<file path="config.mk">
export PLATFORM = sky130hd
export DESIGN_NAME = gsbl_mul
export DESIGN_NICKNAME = d
export VERILOG_FILES = /design/src/rtl/grid_scan_brent_line_search_top_assert.svh /design/src/rtl/gsbl_pkg.sv /design/src/rtl/gsbl_mul.sv
export SDC_FILE = /design/constraint.sdc
export NUM_CORES = 2
export LEC_CHECK = 0
export ABC_AREA = 1
export BUFFER_PORTS_ARGS = -buffer_cell sky130_fd_sc_hd__buf_2
export CELL_PAD_IN_SITES_DETAIL_PLACEMENT = 0
export CELL_PAD_IN_SITES_GLOBAL_PLACEMENT = 1
export CORE_ASPECT_RATIO = 1.5
export CORE_MARGIN = 4
export CORE_UTILIZATION = 45
export CTS_CLUSTER_DIAMETER = 200
export CTS_CLUSTER_SIZE = 28
export DETAILED_ROUTE_END_ITERATION = 7
export PLACE_DENSITY_LB_ADDON = 0.2
export SLEW_MARGIN = 20
export SYNTH_ARGS = -nofsm -noshare
export SYNTH_HDL_FRONTEND = slang
export SYNTH_SLANG_ARGS = --single-unit
</file>
<file path="constraint.sdc">
create_clock -name clk -period 21.4 [get_ports clk]
set_input_delay 2.14 -clock clk [delete_from_list [all_inputs] [get_ports clk]]
set_output_delay 2.14 -clock clk [all_outputs]
set_load 0.02 [all_outputs]
</file>
<file path="src/rtl/grid_scan_brent_line_search_top_assert.svh">
`ifndef GRID_SCAN_BRENT_LINE_SEARCH_TOP_ASSERT_SVH
`define GRID_SCAN_BRENT_LINE_SEARCH_TOP_ASSERT_SVH
// Same-cycle implication, sampled on clk, off while rst is high.
`define GSBL_ASSERT_IMP(lbl, ante, cons, msg) \
  lbl: assert property (@(posedge clk) disable iff (rst) (ante) |-> (cons)) else $error(msg);
// Next-cycle implication, sampled on clk, off while rst is high.
`define GSBL_ASSERT_NXT(lbl, ante, cons, msg) \
  lbl: assert property (@(posedge clk) disable iff (rst) (ante) |=> (cons)) else $error(msg);
`endif

</file>
<file path="src/rtl/gsbl_pkg.sv">
package gsbl_pkg;

  localparam int VALUE_W             = 32;
  localparam int FRAC_W              = 24;
  localparam int CFG_W               = 31;
  localparam int ITER_W              = 6;
  localparam int MAX_SCAN_POINTS_DEF = 1024;

  typedef logic signed [VALUE_W-1:0] val_t;
  typedef logic signed [VALUE_W:0]   opd_t;
  typedef logic signed [VALUE_W+3:0] wide_t;
  typedef logic        [1:0]         kind_t;

  localparam val_t VMAX    = {1'b0, {(VALUE_W-1){1'b1}}};
  localparam val_t VMIN    = {1'b1, {(VALUE_W-1){1'b0}}};
  localparam val_t CGOLD_Q = 32'sd6408326;  // 0.381966 in Q8.24

  localparam kind_t KIND_PROBE = 2'd0;
  localparam kind_t KIND_DONE  = 2'd1;
  localparam kind_t KIND_FEW   = 2'd2;

  localparam logic [1:0] REG_SCAN_STEP = 2'd0;
  localparam logic [1:0] REG_TOLERANCE = 2'd1;
  localparam logic [1:0] REG_MAX_ITER  = 2'd2;

  typedef struct packed {
    logic op;
    val_t objective_value;
    logic last_sample;
  } in_item_t;

  typedef struct packed {
    kind_t             kind;
    val_t              point;
    logic [ITER_W-1:0] iterations_used;
  } out_item_t;

  typedef struct packed {
    logic start;
    val_t num;
    val_t den;
  } div_req_t;

  typedef struct packed {
    logic done;
    val_t quo;
  } div_rsp_t;

  function automatic wide_t wx(input val_t v);
    return wide_t'(v);
  endfunction

  function automatic wide_t wabs(input wide_t v);
    return (v < 0) ? -v : v;
  endfunction

  // floor(v/2)
  function automatic wide_t whalf(input wide_t v);
    return v >>> 1;
  endfunction

  function automatic val_t sat_w(input wide_t v);
    if (v > wx(VMAX)) return VMAX;
    else if (v < wx(VMIN)) return VMIN;
    else return v[VALUE_W-1:0];
  endfunction

endpackage

</file>
<file path="src/rtl/gsbl_mul.sv">
module gsbl_mul import gsbl_pkg::*; (
  input  logic clk,
  input  opd_t a,
  input  opd_t b,
  output val_t res
);

  localparam int SH_W = 2*VALUE_W - FRAC_W;
  localparam logic [SH_W-1:0] POS_LIM = SH_W'(VMAX);
  localparam logic [SH_W-1:0] NEG_LIM = POS_LIM + SH_W'(1);

  opd_t                   na, nb;
  logic [VALUE_W-1:0]     ua, ub;
  logic [2*VALUE_W-1:0]   prod;
  logic [SH_W-1:0]        sh;
  logic                   neg;
  val_t                   res_next;

  assign na   = -a;
  assign nb   = -b;
  assign ua   = a[VALUE_W] ? na[VALUE_W-1:0] : a[VALUE_W-1:0];
  assign ub   = b[VALUE_W] ? nb[VALUE_W-1:0] : b[VALUE_W-1:0];
  assign prod = ua * ub;
  assign sh   = prod[2*VALUE_W-1:FRAC_W];  // truncates toward zero on magnitude
  assign neg  = a[VALUE_W] ^ b[VALUE_W];

  always_comb begin
    if (neg) res_next = (sh > NEG_LIM) ? VMIN : -val_t'(sh[VALUE_W-1:0]);
    else     res_next = (sh > POS_LIM) ? VMAX : val_t'(sh[VALUE_W-1:0]);
  end

  always_ff @(posedge clk) begin
    res <= res_next;
  end

endmodule

</file>
Word level (Yosys, flattened, before mapping)
Index checks and enable logic that the tools add are counted.
Operators by class
  add/sub/neg operators: 3
  multipliers: 1
  order comparisons: 2
  muxes and demuxes: 5
  bitwise operators: 1
Operator list (count)
  32-bit two-way mux: 5
  32-bit negation: 3
  32-bit by 32-bit multiplier with 64-bit output: 1
  40-bit by 31-bit greater-than comparator with 1-bit output, second input constant: 1
  40-bit by 32-bit greater-than comparator with 1-bit output, second input constant: 1
  1-bit XOR: 1
Word-level totals
  register bits: 32
  bits of input ports: 67

Depth between registers and ports, before layout
  word-level depth: 6
  mapped depth: 57
  mapped depth without buffers: 54

Worst setup path after synthesis
Ideal clock, no wire load.
  path type: input -> register
  from: in a[0]
  to: reg res[29]
  setup time: 116 ps
  arrival time: 10575 ps
  data required time: 21284 ps
  path slack: 10709 ps
  stages: 45
  cell sequence: buf_6 > inv_1 > clkbuf_1 > ha_1 > inv_1 > nor2_1 > nand2_1 > nor4b_1 > xor2_1 > nand2_1 > nand2_1 > clkinv_1 > clkbuf_1 > nand2_1 > fa_1 > inv_1 > fa_1 > fa_1 > [... 9 more ...] > ha_1 > nand2_1 > inv_1 > a21oi_1 > nand2_1 > a21oi_1 > inv_1 > a21oi_1 > nand2_1 > nand2_1 > nand2_1 > nor2_1 > nand3_1 > nor2_4 > nand2_2 > buf_2 > o21ai_0 > nand2_1
Between the ends
  cells in the longest elaborated chain, start to end: 6
Ends and longest elaborated chain
  start: declaration: RTL line gsbl_mul.sv:3  | input opd_t a,
  32-bit negation: RTL line gsbl_mul.sv:19  | assign na = -a;
  32-bit two-way mux *: RTL line gsbl_mul.sv:21  | assign ua = a[VALUE_W] ? na[VALUE_W-1:0] : a[VALUE_W-1:0];
  32-bit by 32-bit multiplier with 64-bit output *: RTL line gsbl_mul.sv:23  | assign prod = ua * ub;
  32-bit negation, or another cell as far along: RTL line gsbl_mul.sv:28  | if (neg) res_next = (sh > NEG_LIM) ? VMIN : -val_t'(sh[VALUE_W-1:0]);
  32-bit two-way mux, on equally long branches: RTL line gsbl_mul.sv:28, gsbl_mul.sv:29
  32-bit two-way mux *: RTL line gsbl_mul.sv:28
  net res_next[29]: RTL line gsbl_mul.sv:17  | val_t res_next;
  end signal: assignment: RTL line gsbl_mul.sv:33  | res <= res_next;
  end: declaration: RTL line gsbl_mul.sv:5  | output val_t res
Mark *: on every way through the listed nets, which the timed path passes. The rest lies on a longest branch.

Worst setup path in the final report
  from: in b[0]
  to: reg res[21]
Between the ends
  cells in the longest elaborated chain, start to end: 6
Ends and longest elaborated chain
  start: declaration: RTL line gsbl_mul.sv:4  | input opd_t b,
  32-bit negation: RTL line gsbl_mul.sv:20  | assign nb = -b;
  32-bit two-way mux *: RTL line gsbl_mul.sv:22  | assign ub = b[VALUE_W] ? nb[VALUE_W-1:0] : b[VALUE_W-1:0];
  32-bit by 32-bit multiplier with 64-bit output *: RTL line gsbl_mul.sv:23
  32-bit negation, or another cell as far along: RTL line gsbl_mul.sv:28
  32-bit two-way mux, on equally long branches: RTL line gsbl_mul.sv:28, gsbl_mul.sv:29
  32-bit two-way mux *: RTL line gsbl_mul.sv:28
  net res_next[21]: RTL line gsbl_mul.sv:17
Marks and branches as above.

==> tab_implementation.tex <==
\begin{tabular}{lr}
\hline
Metric & Value \\
\hline
\multicolumn{2}{l}{\textbf{Worst setup path}} \\
\quad Critical Path Sink Type & flip-flop \\
\quad Data arrival time at the worst-slack endpoint & about 14 ns \\
\quad Crit path launch type & input port \\
\quad Master of the slowest instance on the critical path & sky130\_fd\_sc\_hd\_\_inv\_1 \\
\quad Crit-path most repeated cell & sky130\_fd\_sc\_hd\_\_inv\_1 \\
\quad Crit-path max cell delay & 1.07 ns \\
\quad Max FO, Critical Path & 22 \\
\quad Data required time at the worst endpoint & 21.62 ns \\
\quad Worst setup path category & input port to flip-flop \\
\multicolumn{2}{l}{\textbf{Outcome}} \\
\quad Run status & complete, no violations \\
\multicolumn{2}{l}{\textbf{STA}} \\
\quad Tightest Pin Transition & $\sim$1.2 ns \\
\quad Relative slew margins & between 20 and 25\% \\
\quad Final hold violation count & 0 \\
\quad \# setup viols final & 0 \\
\quad Aggregate negative setup slack & 0 ns \\
\quad Unrepaired setup endpoints after global routing & false \\
\quad Final critical delay including setup and external delays & 13.50 ns \\
\quad Max-slew violation total from the final report & 0 \\
\quad Maximum achievable frequency & 74.07 MHz \\
\quad Portion of the clock cycle consumed by the worst path in the final layout & a little over three fifths \\
\multicolumn{2}{l}{\textbf{Place}} \\
\quad Routability congestion estimate from global placement & 0.9945 \\
\quad Placed wire-length estimate & 122.1 mm \\
\quad Area post-placement & between 30,000 and 40,000 sq um \\
\quad I/O Buffers & 98 \\
\multicolumn{2}{l}{\textbf{Logic synthesis}} \\
\quad Post-synthesis simple-gate area fraction & between 20\% and 30\% \\
\quad Compound-gate portion of the synthesized area & 2.871\% \\
\quad Post-Synth Adder-Cell Area & a little under three fifths \\
\quad Post-Synthesis Mean Instance Area & 7.370 sq um \\
\quad Count of synthesis-stage warnings from yosys & 0 \\
\quad Sequential share of the synthesized area & 1.682\% \\
\quad Proportion of synthesized flip-flops having asynchronous set or reset & 0\% \\
\quad Distinct cells, synth & 47 \\
\quad Number of synthesized flops with an enable pin & 0 \\
\quad Top post-synthesis cells by area & sky130\_fd\_sc\_hd\_\_fa\_1 47\%, sky130\_fd\_sc\_hd\_\_inv\_1 13\%, sky130\_fd\_sc\_hd\_\_nand2\_1 12\% \\
\quad Dominant cell type by area after synthesis & sky130\_fd\_sc\_hd\_\_fa\_1 \\
\quad Main combinational cell family by area after synthesis & adder cells \\
\quad Total standard cell area after synthesis & 38,100 sq um \\
\quad Xor and xnor area share after synthesis & 0.8178\% \\
\quad Synthesized flop and latch total & 32 \\
\quad Post-synthesis net count & 6,395 \\
\quad Most used flip-flop cell after synthesis & sky130\_fd\_sc\_hd\_\_dfxtp\_1 \\
\quad Proportion of netlist area held by the largest area contributor & 47.03\% \\
\quad Gate count after technology mapping & 5,169 \\
\quad Share of synthesized area spent on multiplexers & 0\% \\
\multicolumn{2}{l}{\textbf{Die}} \\
\quad Total die area & roughly 89,000 sq um \\
\quad Number of rows created at floorplan & 130 \\
\quad Number of placed I/O pins & 99 \\
\quad Floorplan Core Area & 83,930 sq um \\
\quad Width of the die & 245.6 um \\
\quad Die height & 364.4 um \\
\quad Initial cell density of the core & 45.39\% \\
\multicolumn{2}{l}{\textbf{CTS}} \\
\quad Post CTS Setup Buffer Count & 0 \\
\quad Clk root buf & sky130\_fd\_sc\_hd\_\_clkbuf\_16 \\
\quad Resize count post-CTS & 0 \\
\quad CTS Buffer Depth & 2 \\
\quad CTS tree & built \\
\quad Number of clock buffers inserted by TritonCTS & 5 \\
\quad Post-cts hold buffer count & 0 \\
\quad Clock-pin slew on the worst setup and hold paths & 0.05 ns \\
\quad H-tree levels & 2 \\
\quad Number of sinks on the clock net & 32 \\
\multicolumn{2}{l}{\textbf{Route}} \\
\quad Routed via count & 33.43k \\
\quad Via/cell ratio & $\sim$5.3 \\
\quad Routed wire length per instance & roughly 23 um \\
\quad Post-DRT Antenna Nets & 0 \\
\quad First-pass iteration count of the detailed router & 6 \\
\quad Final wirelength & 146.8 mm \\
\quad Number of DRC violations after detailed-routing iteration 0 & 2,491 \\
\quad Remaining routing DRC violations & 0 \\
\multicolumn{2}{l}{\textbf{Final layout}} \\
\quad Max reg flops & 32 \\
\quad Top library cells by usage in the layout, fill and taps aside & 1,302 x sky130\_fd\_sc\_hd\_\_inv\_1, 1,200 x sky130\_fd\_sc\_hd\_\_nand2\_1, 895 x sky130\_fd\_sc\_hd\_\_fa\_1, 708 x sky130\_fd\_sc\_hd\_\_nor2\_1, 264 x sky130\_fd\_sc\_hd\_\_ha\_1 \\
\quad Most common library cell in the layout ignoring fill and taps & sky130\_fd\_sc\_hd\_\_inv\_1 \\
\quad Biggest regs & res x32 \\
\quad Largest register by flop count & res \\
\quad Post-route cell area & 39,930 sq um \\
\quad Fill count & 8,735 \\
\quad Number of nets at the end of the flow & 6,381 \\
\quad Fraction of final layout cells with drive strength greater than 1 & 5.469\% \\
\quad Area added between synthesis and finish & 4.805\% \\
\multicolumn{2}{l}{\textbf{Run}} \\
\quad Count of max-cap constraint violations & 0 \\
\multicolumn{2}{l}{\textbf{Hold path}} \\
\quad Worst hold path depth & 1 \\
\quad Path class of the lowest-slack min-delay path & flip-flop to primary output \\
\quad End of the worst hold path & res[20] \\
\quad Source of the worst hold timing path & res[20] \\
\multicolumn{2}{l}{\textbf{GRT}} \\
\quad Antenna violations before repair & 7 \\
\quad Maximum number of pins on one net before global-route repair & 34 \\
\quad Wire length of the first global-routing pass & 224.3 mm \\
\quad Total GRT Usage & roughly a third \\
\quad Number of global-route vias before repair & about 37k \\
\quad Grt ovf & 0 \\
\hline
\end{tabular}
worst max path at each step:
stage	slack, ns	startpoint	end
2_1_floorplan	10.71	a[0]	res[29]
3_3_place_gp	7.76	b[0]	res[21]
3_5_place_dp	7.69	b[0]	res[21]
4_1_cts	7.93	b[0]	res[21]
5_1_grt	7.20	b[0]	res[21]
6_report	7.90	b[0]	res[21]
per-layer routing:
metal | vias to the layer above | track usage, % | share of wire (%)
met4 | 6 | 17.50 | 7.0
met2 | 1370 | 61.37 | 51
met3 | 434 | 4.543 | 6.6
met1 | 16850 | 38.22 | 35
li1 | 14770 | - | -
met5 | - | 0 | 0.031
layout make-up:
cell class / count / area [sq um] / area share (%)
clock buffer: 5 / 125.1 / 0.3134
inverter: 1339 / 5026 / 12.59
sequential: 32 / 640.6 / 1.605
timing repair buffer: 153 / 903.4 / 2.263
antenna: 5 / 12.51 / 0.03134
multi-input combinational: 3624 / 31770 / 79.58
clock inverter: 3 / 42.54 / 0.1065
tap: 1122 / 1404 / 3.516
worst max-delay path: cells and delay by family:
family,cells,cell delay [ns]
compound gates,2,0.35
simple gates,19,3.42
buf+inv,13,2.83
fa+ha+maj,10,4.91
cells in the mapped netlist (2+ instances only):
library cell and n:
sky130_fd_sc_hd__a21o_1 4, sky130_fd_sc_hd__xnor2_1 11, sky130_fd_sc_hd__nand2_2 28, sky130_fd_sc_hd__nand3_2 4
sky130_fd_sc_hd__buf_1 6, sky130_fd_sc_hd__nand2_1 1202, sky130_fd_sc_hd__nor2_1 708, sky130_fd_sc_hd__nor2_2 5
sky130_fd_sc_hd__nand3_1 153, sky130_fd_sc_hd__nor4_1 11, sky130_fd_sc_hd__buf_4 2, sky130_fd_sc_hd__clkinv_1 17
sky130_fd_sc_hd__inv_1 1302, sky130_fd_sc_hd__clkbuf_1 136, sky130_fd_sc_hd__xor2_1 19, sky130_fd_sc_hd__o21ai_0 72
sky130_fd_sc_hd__o21ai_2 2, sky130_fd_sc_hd__o21bai_1 15, sky130_fd_sc_hd__buf_6 5, sky130_fd_sc_hd__nor3_2 10
sky130_fd_sc_hd__and2_1 3, sky130_fd_sc_hd__nor3_1 21, sky130_fd_sc_hd__buf_2 25, sky130_fd_sc_hd__o21ai_1 13
sky130_fd_sc_hd__nand4_1 28, sky130_fd_sc_hd__ha_1 264, sky130_fd_sc_hd__a21oi_1 86, sky130_fd_sc_hd__nand3b_1 15
sky130_fd_sc_hd__fa_1 895, sky130_fd_sc_hd__o31ai_1 5, sky130_fd_sc_hd__xor2_2 3, sky130_fd_sc_hd__or2_2 27
sky130_fd_sc_hd__or3_1 3, sky130_fd_sc_hd__inv_2 20, sky130_fd_sc_hd__nor2_4 6, sky130_fd_sc_hd__dfxtp_1 32
cells by family (layout without fill, tap and decap cells):
logic type / count (synthesis) / after routing
other: 0 / 5
adder cells (fa/ha/maj): 1159 / 1159
AO/OA/AOI/OAI: 202 / 202
flip-flops: 32 / 32
XOR/XNOR: 33 / 33
buffers and inverters: 1513 / 1500
AND/OR/NAND/NOR: 2230 / 2230
per-stage QoR:
| stage | util, % | worst slack, ns | hold slack (ns) | cells |
|---|---|---|---|---|
| floorplan | - | 10.71 | 2.479 | 5169 |
| global route | 47.56 | 7.202 | 2.875 | 6280 |
| global placement | 47.36 | 7.756 | 2.557 | 6270 |
| finish | 47.57 | 7.899 | 2.859 | 6283 |
| detailed placement | 47.36 | 7.692 | 2.559 | 6270 |
| CTS | 47.56 | 7.933 | 2.865 | 6278 |
Power is left out: the tool's default activity adds up to more than one toggle a clock period on the data nets, which glitch-free logic cannot reach.
