### src/rtl/grid_scan_brent_line_search_top_assert.svh
`ifndef GRID_SCAN_BRENT_LINE_SEARCH_TOP_ASSERT_SVH
`define GRID_SCAN_BRENT_LINE_SEARCH_TOP_ASSERT_SVH
// Same-cycle implication, sampled on clk, off while rst is high.
`define GSBL_ASSERT_IMP(lbl, ante, cons, msg) \
  lbl: assert property (@(posedge clk) disable iff (rst) (ante) |-> (cons)) else $error(msg);
// Next-cycle implication, sampled on clk, off while rst is high.
`define GSBL_ASSERT_NXT(lbl, ante, cons, msg) \
  lbl: assert property (@(posedge clk) disable iff (rst) (ante) |=> (cons)) else $error(msg);
`endif

### src/rtl/gsbl_pkg.sv
package gsbl_pkg;

  localparam int VALUE_W             = 32;
  localparam int FRAC_W              = 24;
  localparam int CFG_W               = 31;
  localparam int ITER_W              = 6;
  localparam int MAX_SCAN_POINTS_DEF = 1024;

  typedef logic signed [VALUE_W-1:0] val_t;
  typedef logic signed [VALUE_W:0]   opd_t;
  typedef logic signed [VALUE_W+3:0] wide_t;
  typedef logic        [1:0]         kind_t;

  localparam val_t VMAX    = {1'b0, {(VALUE_W-1){1'b1}}};
  localparam val_t VMIN    = {1'b1, {(VALUE_W-1){1'b0}}};
  localparam val_t CGOLD_Q = 32'sd6408326;  // 0.381966 in Q8.24

  localparam kind_t KIND_PROBE = 2'd0;
  localparam kind_t KIND_DONE  = 2'd1;
  localparam kind_t KIND_FEW   = 2'd2;

  localparam logic [1:0] REG_SCAN_STEP = 2'd0;
  localparam logic [1:0] REG_TOLERANCE = 2'd1;
  localparam logic [1:0] REG_MAX_ITER  = 2'd2;

  typedef struct packed {
    logic op;
    val_t objective_value;
    logic last_sample;
  } in_item_t;

  typedef struct packed {
    kind_t             kind;
    val_t              point;
    logic [ITER_W-1:0] iterations_used;
  } out_item_t;

  typedef struct packed {
    logic start;
    val_t num;
    val_t den;
  } div_req_t;

  typedef struct packed {
    logic done;
    val_t quo;
  } div_rsp_t;

  function automatic wide_t wx(input val_t v);
    return wide_t'(v);
  endfunction

  function automatic wide_t wabs(input wide_t v);
    return (v < 0) ? -v : v;
  endfunction

  // floor(v/2)
  function automatic wide_t whalf(input wide_t v);
    return v >>> 1;
  endfunction

  function automatic val_t sat_w(input wide_t v);
    if (v > wx(VMAX)) return VMAX;
    else if (v < wx(VMIN)) return VMIN;
    else return v[VALUE_W-1:0];
  endfunction

endpackage

### src/rtl/gsbl_div.sv
module gsbl_div import gsbl_pkg::*; (
  input  logic     clk,
  input  logic     rst,
  input  div_req_t req,
  output div_rsp_t rsp
);

  localparam int NW  = VALUE_W + FRAC_W;
  localparam int CW  = $clog2(NW);
  localparam logic [NW-1:0] POS_LIM = NW'(VMAX);
  localparam logic [NW-1:0] NEG_LIM = POS_LIM + NW'(1);

  logic               busy, done, neg, zero, pnn;
  logic [CW-1:0]      cnt;
  logic [VALUE_W-1:0] rem, dq, up, uq;
  logic [NW-1:0]      nq;
  logic [VALUE_W:0]   trial, diff;
  logic               ge;
  val_t               nnum, nden;

  assign nnum  = -req.num;
  assign nden  = -req.den;
  assign up    = req.num[VALUE_W-1] ? nnum : req.num;
  assign uq    = req.den[VALUE_W-1] ? nden : req.den;
  assign trial = {rem, nq[NW-1]};
  assign diff  = trial - {1'b0, dq};
  assign ge    = trial >= {1'b0, dq};

  // restoring division, one quotient bit per cycle
  always_ff @(posedge clk) begin
    if (rst) begin
      busy <= 1'b0;
      done <= 1'b0;
      cnt  <= '0;
    end else if (req.start) begin
      rem  <= '0;
      nq   <= {up, {FRAC_W{1'b0}}};
      dq   <= uq;
      neg  <= req.num[VALUE_W-1] ^ req.den[VALUE_W-1];
      pnn  <= !req.num[VALUE_W-1];
      zero <= (uq == '0);
      cnt  <= '0;
      busy <= 1'b1;
      done <= 1'b0;
    end else if (busy) begin
      rem  <= ge ? diff[VALUE_W-1:0] : trial[VALUE_W-1:0];
      nq   <= {nq[NW-2:0], ge};
      cnt  <= cnt + CW'(1);
      busy <= (cnt != CW'(NW-1));
      done <= (cnt == CW'(NW-1));
    end else begin
      done <= 1'b0;
    end
  end

  always_comb begin
    rsp.done = done;
    if (zero)     rsp.quo = pnn ? VMAX : VMIN;
    else if (neg) rsp.quo = (nq > NEG_LIM) ? VMIN : -val_t'(nq[VALUE_W-1:0]);
    else          rsp.quo = (nq > POS_LIM) ? VMAX : val_t'(nq[VALUE_W-1:0]);
  end

endmodule

### config.mk
export PLATFORM = sky130hd
export DESIGN_NAME = gsbl_div
export DESIGN_NICKNAME = d
export VERILOG_FILES = /design/src/rtl/grid_scan_brent_line_search_top_assert.svh /design/src/rtl/gsbl_pkg.sv /design/src/rtl/gsbl_div.sv
export SDC_FILE = /design/constraint.sdc
export NUM_CORES = 1
export LEC_CHECK = 0
export BUFFER_PORTS_ARGS = -buffer_cell sky130_fd_sc_hd__buf_2
export CORE_MARGIN = 2
export CORE_UTILIZATION = 45
export CTS_CLUSTER_DIAMETER = 30
export CTS_CLUSTER_SIZE = 12
export DETAILED_ROUTE_END_ITERATION = 12
export PLACE_DENSITY = 0.66
export SKIP_CTS_REPAIR_TIMING = 1
export SYNTH_ARGS = -nofsm -noshare
export SYNTH_HDL_FRONTEND = slang
export SYNTH_SLANG_ARGS = --single-unit
export TNS_END_PERCENT = 5
### constraint.sdc
create_clock -name clk -period 5.7 [get_ports clk]
set_input_delay 0.285 -clock clk [delete_from_list [all_inputs] [get_ports clk]]
set_output_delay 0.285 -clock clk [all_outputs]
set_load 0.1 [all_outputs]
## Yosys cells after proc, flatten, opt, wreduce, memory -nomap -nowiden

Cells that the tools add are included.

- Output and inout bits: 33
- Register bits: 131
- Word-level logic and storage cells: 43
- Input bits: 67

- Reductions and logical operators: 7
- Bitwise gates (word level): 3
- $lt $le $gt $ge: 3
- $add $sub $neg: 5
- Mux-type cells: 13
- Eq/ne operators: 2

Operators by type and width:

| cell | count |
|---|---|
| $mux W32 | 9 |
| $mux W56 | 2 |
| $neg A32 Y32 | 3 |
| $gt A56 B31 Y1 const B | 1 |
| $gt A56 B32 Y1 const B | 1 |
| $ge A33 B32 Y1 | 1 |
| $logic_not A32 Y1 | 1 |
| $sub A32 B32 Y32 | 1 |
| $add A6 B1 Y6 const B | 1 |
| $eq A6 B6 Y1 const B | 1 |
| $ne A6 B6 Y1 const B | 1 |
| $reduce_and A2 Y1 | 2 |
| $reduce_or A3 Y1 | 1 |
| $mux W1 | 2 |
| $not A1 Y1 | 2 |
| $reduce_bool A2 Y1 | 1 |
| $reduce_or A2 Y1 | 1 |
| $logic_not A1 Y1 | 1 |
| $xor A1 B1 Y1 | 1 |

## Longest topological paths before layout

Gate-level depths: netlist (run 1).

- Depth in word-level cells: 4
- Depth in mapped cells: 13
- Gate-level depth less buffers: 11

## Least setup slack after synthesis (run 1)

No wires, ideal clock.

- Kind: register to output
- From: register nq[0]
- To: output port rsp[15] (netlist bit)
- Slack: -0.498 ns
- Cell stages (with the launch flop): 12
- Path buffers: 3
- Data arrival time: 5.913 ns
- Required time: 5.415 ns
- Cells stage by stage: edfxtp_1 inv_1 ha_1 or3b_1 buf_2 nor4_2 a41oi_1 or3_1 clkbuf_1 or2_1 buf_2 o311ai_0

RTL lines:

| item | line | text |
|---|---|---|
| start, declared | gsbl_div.sv:16 | `logic [NW-1:0] nq;` |
| start signal, assigned | gsbl_div.sv:37 | `nq <= {up, {FRAC_W{1'b0}}};` |
| start signal, assigned | gsbl_div.sv:47 | `nq <= {nq[NW-2:0], ge};` |
| end, declared | gsbl_div.sv:5 | `output div_rsp_t rsp` |

==> qor.txt, run 1 <==
Outcome - completed
Die height - 150 µm
Final ANT Viol Nets - 0
Port Buf Inserts - 99
Clock latency on the worst-skew pair - 0.43 ns
Total gr overflow - 0
Layout Nets - 1260
Final Skew - 0.0157 ns
Final Hold Vio Count - 0
Tot GR Track Use - 21.3%
Largest net degree at the start of global routing - 101
Layout cells sized above 1 - 13.9%
HPWL Detailed - 17.0 mm
Leak - 0.00412 µW
Peak VDD IR - 0.161 mV
Multi-input logic area - 0.00536 mm²
CTS clk-pin slew, worst paths - 0.06 ns
Synth area leaders - edfxtp_1, a21oi_1, ha_1
Tcrit/Tclk final - 82.4%
Post-synthesis register bit count - 131
CP required - 5.41 ns
Fin Hold WS - 0.104 ns
Starting density of the core - 45.8%
Hold Crit Class - input pin to register
Sequential Area - 0.00385 mm²
Yosys warns - 0
Initial detailed-routing violation count - 660
H-tree depth - 4
Critical path peak fanout - 23
Die Span X - 150 µm
Drt total wl - 23.8 mm
P per Cell Area - 297 mW/mm²
WL/cell - 16.5 µm
Number of diodes - 0
Die ar. - 0.0226 mm²
Core Box Area - 0.0210 mm²
First-pass GRT wire length - 38.4 mm
Final core utilization - 51.8%
CP arrival - 4.41 ns
Post-Syn Nets - 1196
Synth cell count leaders - a21oi_1, edfxtp_1, nand2_1, nor2_1, o21ai_0
Ys flop type - edfxtp_1
CTS tree - yes
Pin slew with the least headroom to its limit - 1.03 ns
Longest Clk Path Bufs - 2
Distinct cells, synth - 75
Post-synth EDFFs - 123
Relative slew slack - 31.1%
Netlist Area Pre-Place - 0.00962 mm²
Synth async-reset ratio - 0%
# rows - 53
Final Max Slew Viols - 0
Tmin final - 4.70 ns
Num CTS Buffers - 17
Drt pass-1 iters - 5
Top cell type's share of synthesized area - 38.4%
Critical path startpoint category - register
CTS root buf - clkbuf_16
I/O pin count - 100
# Max-Cap Violations - 0
# fillers - 1975
Clk sinks - 131
Fmax - 213 MHz
Post-synth top area cell - edfxtp_1
Vias in the first global route - 7676
Final setup fails - 0
Vias per cell - 5.74
Area Growth Syn to Fin - 13.1%
DRC viols - 0
Unrepaired setup endpoints after global routing - false
Gpl congestion - 0.848
Sequential fraction of the synthesis area - 40.0%
Initial antenna violation count - 0
Setup CP Type - register to primary output
DR vias - 8286
Post-Syn Instances - 1091
Critical Path End Type - primary output
Synth Area per Inst - 8.82 µm²
[cell usage in the layout, fill, tap and decap left out, types with 9 or more instances in the layout]
master / count
nor3_1: 34
nor2_1: 87
inv_1: 54
edfxtp_1: 123
nand3_1: 16
xor2_1: 40
or2_2: 10
o211ai_1: 10
nand2_1: 121
nand4_1: 13
nand2b_1: 13
o31ai_1: 18
o21ai_0: 66
xnor2_1: 49
nor2b_1: 25
a21o_1: 23
nor4_1: 17
buf_2: 98
and3_1: 10
o41ai_1: 9
a21oi_1: 122
clkbuf_16: 17
ha_1: 37
or3_1: 16
[worst max-delay path, cell delays in order, from the launching register on]
cell and delay, ns:
edfxtp_1 0.44, inv_1 0.11, ha_1 0.18, or3b_1 0.46, nor4_2 0.46, a41oi_1 0.20
or3_1 0.69, or2_1 0.47, o41ai_1 0.29, nand2_1 0.09, o311ai_1 0.10, buf_2 0.49
[cell type report]
cell class,instances,area share (%)
Timing Repair Buffer,103,4.85
Clock buffer,20,4.01
Inverter,54,1.86
Tap cell,275,3.16
Sequential cell,131,35.4
Clock inverter,12,1.43
Multi-Input combinational cell,848,49.3
[path summary, 6_finish.rpt]
kind           start      end  slack (ns)  cells past startpoint
max reg2reg  rem[10]  rem[18]        1.94                      9
min           req[0]    dq[0]        0.10                      1
max            nq[0]   rsp[6]        1.00                     11
min reg2reg   cnt[5]   cnt[5]        0.50                      2
[sequential cells by signal, indices dropped and copies added (netlist names)]
name,cells
busy,1
cnt,6
done,1
dq,32
neg,1
nq,56
pnn,1
rem,32
zero,1
[through the flow]
step	total power, µW	setup TNS [ns]	setup slack (ns)	area (µm²)	std cells
CTS	3250	0	1.03	10900	1443
finish	3230	0	1.00	10900	1443
detailed placement	2130	0	1.53	10300	1411
floorplan	1920	-2.41	-0.498	9620	1091
global route	3390	0	0.730	10900	1443
global placement	2120	0	1.58	10300	1411
[per-layer routing]
metal / wire length (µm) / global-route usage (%) / vias up / share of wire, %
met2: 10600 / 32.8 / 226 / 45
li1: - / - / 4136 / -
met1: 11700 / 31.0 / 3903 / 49
met3: 1120 / 3.36 / 21 / 4.7
met5: 0 / 0 / - / 0
met4: 270 / 6.04 / 0 / 1.1
[kinds of logic after synthesis]
kind of cell / Yosys count / synth area share [%]
xor gates and xnor gates: 89 / 8.10
buffers and inverters: 112 / 4.43
AOI/OAI and AO/OA: 314 / 20.6
muxes: 5 / 0.533
adders and majority gates: 38 / 5.02
and+or+nand+nor: 402 / 21.3
DFF: 131 / 40.0
[power breakdown]
group          switching [µW]  total, µW  leakage (µW)  internal [µW]
clock                     429       1120      0.000275            688
combinational             610        905       0.00261            295
sequential               56.1       1210       0.00124           1160
Note: power is estimated with default switching activity, not from simulation.
==> inputs of run 2 (changes only) <==
Clock period 5.7 ns to 4.6 ns, I/O delays scaled along.
==> qor.txt, run 2 (synthesis results as in run 1) <==
Unrepaired setup endpoints after global routing - false (unchanged)
Largest net degree at the start of global routing - 90 (was 101)
Longest Clk Path Bufs - 2 (unchanged)
HPWL Detailed - 17.1 mm (was 17.0 mm)
Final Hold Vio Count - 0 (unchanged)
Initial detailed-routing violation count - 613 (was 660)
Reg2reg path depth - 10 (was 9)
Tot GR Track Use - 21.2% (was 21.3%)
Final Max Slew Viols - 0 (unchanged)
Crit path buf inv count - 2 (unchanged)
Setup CP Type - register to primary output (unchanged)
Gpl congestion - 0.892 (was 0.848)
Relative slew slack - 29.9% (was 31.1%)
Final ANT Viol Nets - 0 (unchanged)
Hold Crit Class - input pin to register (unchanged)
Crit path cell chain - inv_1 -> ha_1 -> or3b_1 -> nor4_2 -> a41oi_1 -> or3_1 -> or2_1 -> o41ai_1 -> nand2_1 -> o311ai_1 -> buf_2 (unchanged)
Final setup margin - 0.193 ns (was 1.00 ns)
I/O pin count - 100 (unchanged)
P per Cell Area - 357 mW/mm² (was 297 mW/mm²)
Starting density of the core - 45.8% (unchanged)
Tcrit/Tclk final - 95.8%
Core Box Area - 0.0210 mm² (unchanged)
Critical path peak fanout - 11 (was 23)
Critical path startpoint category - register (unchanged)
Clk sinks - 131 (unchanged)
Peak VDD IR - 0.215 mV (was 0.161 mV)
Number of diodes - 0 (unchanged)
Dpl ws - 0.672 ns (was 1.53 ns)
Die height - 150 µm (unchanged)
Die ar. - 0.0226 mm² (unchanged)
# Max-Cap Violations - 0 (unchanged)
Port Buf Inserts - 99 (unchanged)
CP required - 4.37 ns (was 5.41 ns)
Die Span X - 150 µm (unchanged)
# rows - 53 (unchanged)
Most frequent cells in the layout - edfxtp_1, a21oi_1, nand2_1 (unchanged)
Final cell count without fillers - 1448 (was 1443)
Critical Path Stages - 11 (unchanged)
Number of flip-flops in the largest register - 56 (unchanged)
CTS tree - yes (unchanged)
Layout Nets - 1265 (was 1260)
Commonest non-fill, non-tap cell in the layout - edfxtp_1 (unchanged)
Final Instance Area - 0.0109 mm² (about the same)
DR vias - 8302 (was 8286)
Total gr overflow - 0 (unchanged)
Initial antenna violation count - 0 (unchanged)
Layout cells sized above 1 - 14.3% (was 13.9%)
Largest reg by FF count - nq (unchanged)
Drt pass-1 iters - 8 (was 5)
CP arrival - 4.18 ns (was 4.41 ns)
# placed instances - 1416 (was 1411)
Placed Area - 0.0103 mm² (about the same)
Crit-path max cell delay - 0.52 ns (was 0.69 ns)
CTS root buf - clkbuf_16 (unchanged)
H-tree depth - 4 (unchanged)
Leak - 0.00413 µW (was 0.00412 µW)
Tmin final - 4.41 ns
Fmax - 227 MHz
Num CTS Buffers - 17 (unchanged)
WL/cell - 16.3 µm (was 16.5 µm)
Vias in the first global route - 7578 (was 7676)
Origin of the critical flop-to-flop path - rem[5] (was rem[10])
DRC viols - 0 (unchanged)
Reg2Reg Setup Slack - 1.24 ns (was 1.94 ns)
CP max-delay cell - or3_1 (unchanged)
First-pass GRT wire length - 38.2 mm (was 38.4 mm)
Area Growth Syn to Fin - 13.0% (was 13.1%)
Drt total wl - 23.6 mm (was 23.8 mm)
CTS clk-pin slew, worst paths - 0.06 ns (about the same)
Final setup fails - 0 (unchanged)
Pin slew with the least headroom to its limit - 1.05 ns (was 1.03 ns)
CP startpoint - nq[0] (unchanged)
Vias per cell - 5.73 (was 5.74)
Fin Hold WS - 0.0532 ns (was 0.104 ns)
Outcome - completed (unchanged)
Top Registers - nq (56), dq (32), rem (32) (unchanged)
End of the worst register-to-register path - rem[0] (was rem[18])
Critical Path End Type - primary output (unchanged)
CP top delay family - simple AND/OR/NAND/NOR gates (unchanged)
Final Skew - 0.0132 ns (was 0.0157 ns)
# fillers - 1959 (was 1975)
Clock latency on the worst-skew pair - 0.43 ns (about the same)
Critical Path End - rsp[6] (unchanged)
==> run 2: cell types whose count changed in the layout (fill, tap and decap cells not counted), sizes merged <==
cell / change
buf: +5
bufinv: -3
inv: +3
clkinv: +2
clkbuf: -1
clkinvlp: -1
==> run 2: report_power, final <==
group,internal [µW],total (µW),switching (µW)
registers,1430,1500,64.7
logic,372,1130,762
clock network,695,1250,553
total,2500,3880,1380
==> run 2: worst reg2reg max path, stage by stage, from the launching register on <==
cell	delay, ns
edfxtp_1	0.42
ha_1	0.42
a21o_1	0.23
a211oi_1	0.30
a21oi_1	0.16
o221ai_1	0.32
a21oi_1	0.22
a21oi_2	0.48
buf_4	0.34
nand2_1	0.07
and3_1	0.17
==> run 2: metrics by stage <==
| step | utilization (%) | TNS, ns | total power [µW] |
|---|---|---|---|
| floorplan | - | -5.34 | 2380 |
| global placement | 49.2 | 0 | 2640 |
| detailed placement | 49.2 | 0 | 2650 |
| CTS | 51.7 | 0 | 3900 |
| global route | 51.7 | 0 | 4070 |
| finish | 51.7 | 0 | 3880 |
==> run 2: worst min-delay path by stage <==
stage / start / end / slack (ns) / depth (start not counted)
final: req[0] / dq[0] / 0.05 / 1
after global routing: req[0] / dq[0] / 0.03 / 1
after CTS: req[0] / dq[0] / 0.04 / 1
after detailed placement: req[0] / dq[0] / 0.47 / 1
after global placement: cnt[5] / cnt[5] / 0.47 / 2
after floorplan: rst / busy / 0.30 / 1
==> run 2: per-layer routing <==
layer,part of all wire [%],wire length (µm),up-vias,track usage [%]
met5,0,0,-,0
met4,1.5,355,0,6.79
met3,5.4,1290,23,3.33
met2,45,10500,244,32.1
met1,48,11400,3886,31.0
li1,-,-,4149,-
==> run 2: layout make-up <==
type                       count  area (µm²)  share of cell area, %
tap                          275         344                   3.16
inverter                      54         203                   1.86
multi-input combinational    848        5360                   49.3
sequential                   131        3850                   35.4
clock buffer                  19         433                   3.98
clock inverter                13         101                  0.932
timing repair buffer         108         578                   5.32
==> inputs of run 3 (changes only) <==
Settings changed: HOLD_SLACK_MARGIN set to 0.12.
==> qor.txt, run 3 (synthesis results as in run 1) <==
Outcome - completed (unchanged)
CTS clk-pin slew, worst paths - 0.06 ns (about the same)
Crit path cell chain - inv_1 -> ha_1 -> or3b_1 -> nor4_2 -> a41oi_1 -> or3_1 -> or2_1 -> o41ai_1 -> nand2_1 -> o311ai_1 -> buf_2 (unchanged)
Fin Hold WS - 0.140 ns (was 0.0532 ns)
CTS tree - yes (unchanged)
Die Span X - 150 µm (unchanged)
Largest net degree at the start of global routing - 90 (unchanged)
Relative slew slack - 30.3% (was 29.9%)
Tmin final - 4.40 ns (was 4.41 ns)
Number of diodes - 0 (unchanged)
Pin slew with the least headroom to its limit - 1.04 ns (was 1.05 ns)
Fmax - 227 MHz (about the same)
Vias in the first global route - 7578 (unchanged)
Clock latency on the worst-skew pair - 0.43 ns (about the same)
Die ar. - 0.0226 mm² (unchanged)
Die height - 150 µm (unchanged)
Layout cells sized above 1 - 14.3% (about the same)
Number of flip-flops in the largest register - 56 (unchanged)
Layout Nets - 1267 (was 1265)
Final Hold Vio Count - 0 (unchanged)
CTS root buf - clkbuf_16 (unchanged)
Largest reg by FF count - nq (unchanged)
Initial antenna violation count - 0 (unchanged)
Final setup fails - 0 (unchanged)
Drt total wl - 23.6 mm (about the same)
Initial detailed-routing violation count - 579 (was 613)
# fillers - 1957 (was 1959)
Hold_sp - req[26] (was req[0])
PnR Total Power - 3880 µW (about the same)
Area Growth Syn to Fin - 13.2% (was 13.0%)
Drt pass-1 iters - 5 (was 8)
I/O pin count - 100 (unchanged)
Num CTS Buffers - 17 (unchanged)
Critical path startpoint category - register (unchanged)
WL/cell - 16.3 µm (about the same)
Tot GR Track Use - 21.2% (unchanged)
Tcrit/Tclk final - 95.7% (was 95.8%)
P per Cell Area - 356 mW/mm² (was 357 mW/mm²)
First-pass GRT wire length - 38.2 mm (unchanged)
CP arrival - 4.17 ns (was 4.18 ns)
HPWL Detailed - 17.1 mm (unchanged)
Hold Crit Class - input pin to register (unchanged)
Vias per cell - 5.74 (was 5.73)
Top Registers - nq (56), dq (32), rem (32) (unchanged)
CP startpoint - nq[0] (unchanged)
Critical path peak fanout - 11 (unchanged)
Final Skew - 0.0132 ns (about the same)
Final cell count without fillers - 1450 (was 1448)
Final Max Slew Viols - 0 (unchanged)
Commonest non-fill, non-tap cell in the layout - edfxtp_1 (unchanged)
Final ANT Viol Nets - 0 (unchanged)
Final setup margin - 0.198 ns (was 0.193 ns)
# placed instances - 1416 (unchanged)
Leak - 0.00414 µW (was 0.00413 µW)
Peak VDD IR - 0.215 mV (about the same)
DRC viols - 0 (unchanged)
CP max-delay cell - or3_1 (unchanged)
Most frequent cells in the layout - edfxtp_1, a21oi_1, nand2_1 (unchanged)
Longest Clk Path Bufs - 2 (unchanged)
H-tree depth - 4 (unchanged)
Starting density of the core - 45.8% (unchanged)
Crit-path max cell delay - 0.52 ns (about the same)
Clk sinks - 131 (unchanged)
Port Buf Inserts - 99 (unchanged)
Unrepaired setup endpoints after global routing - false (unchanged)
# rows - 53 (unchanged)
Core Box Area - 0.0210 mm² (unchanged)
DR vias - 8318 (was 8302)
Setup CP Type - register to primary output (unchanged)
Total gr overflow - 0 (unchanged)
Gpl congestion - 0.892 (unchanged)
Critical Path End Type - primary output (unchanged)
Origin of the critical flop-to-flop path - rem[5] (unchanged)
Dpl ws - 0.672 ns (unchanged)
Final core utilization - 51.8% (was 51.7%)
# Max-Cap Violations - 0 (unchanged)
CP required - 4.37 ns (about the same)
-- run 3: changes by cell type in the layout (fill, tap and decap cells not counted), sizes merged --
cell / delta
dlygate4sd3: +2
-- run 3: worst max-delay path, delay by kind of cell, from the launching register on --
family	cells	cell delay, ns
fa+ha+maj	1	0.19
simple gates	5	1.92
buf+inv	2	0.61
flops	1	0.42
compound gates	3	0.60
-- run 3: cell type report --
cell class,instances,area [µm²],area share (%)
Multi-Input combinational cell,848,5360,49.2
Sequential cell,131,3850,35.4
Timing Repair Buffer,110,598,5.49
Clock buffer,19,433,3.97
Tap cell,275,344,3.16
Inverter,54,203,1.86
Clock inverter,13,101,0.930
-- run 3: metrics by stage --
| step | cell area [µm²] | setup TNS, ns |
|---|---|---|
| detailed placement | 10300 | 0 |
| finish | 10900 | 0 |
| floorplan | 9630 | -5.34 |
| global route | 10900 | 0 |
| CTS | 10900 | 0 |
| global placement | 10300 | 0 |
-- run 3: worst paths after layout --
check / to / slack (ns) / depth (start not counted)
setup / recovery: rsp[6] / 0.20 / 11
hold / removal: dq[26] / 0.14 / 2
setup reg to reg: rem[0] / 1.25 / 10
hold reg to reg: cnt[5] / 0.50 / 2
-- run 3: routing by layer --
layer  vias to the layer above  global-route usage (%)  wire length (µm)
met5                         -                       0                 0
met4                         0                    6.79               353
met3                        24                    3.33              1270
met2                       234                    32.1             10600
met1                      3909                    31.0             11500
li1                       4151                       -                 -
-- run 3: report_power, final --
part	internal (µW)	total, µW	switching [µW]
Clock	695	1250	552
Sequential	1430	1500	64.3
Combinational	374	1140	763
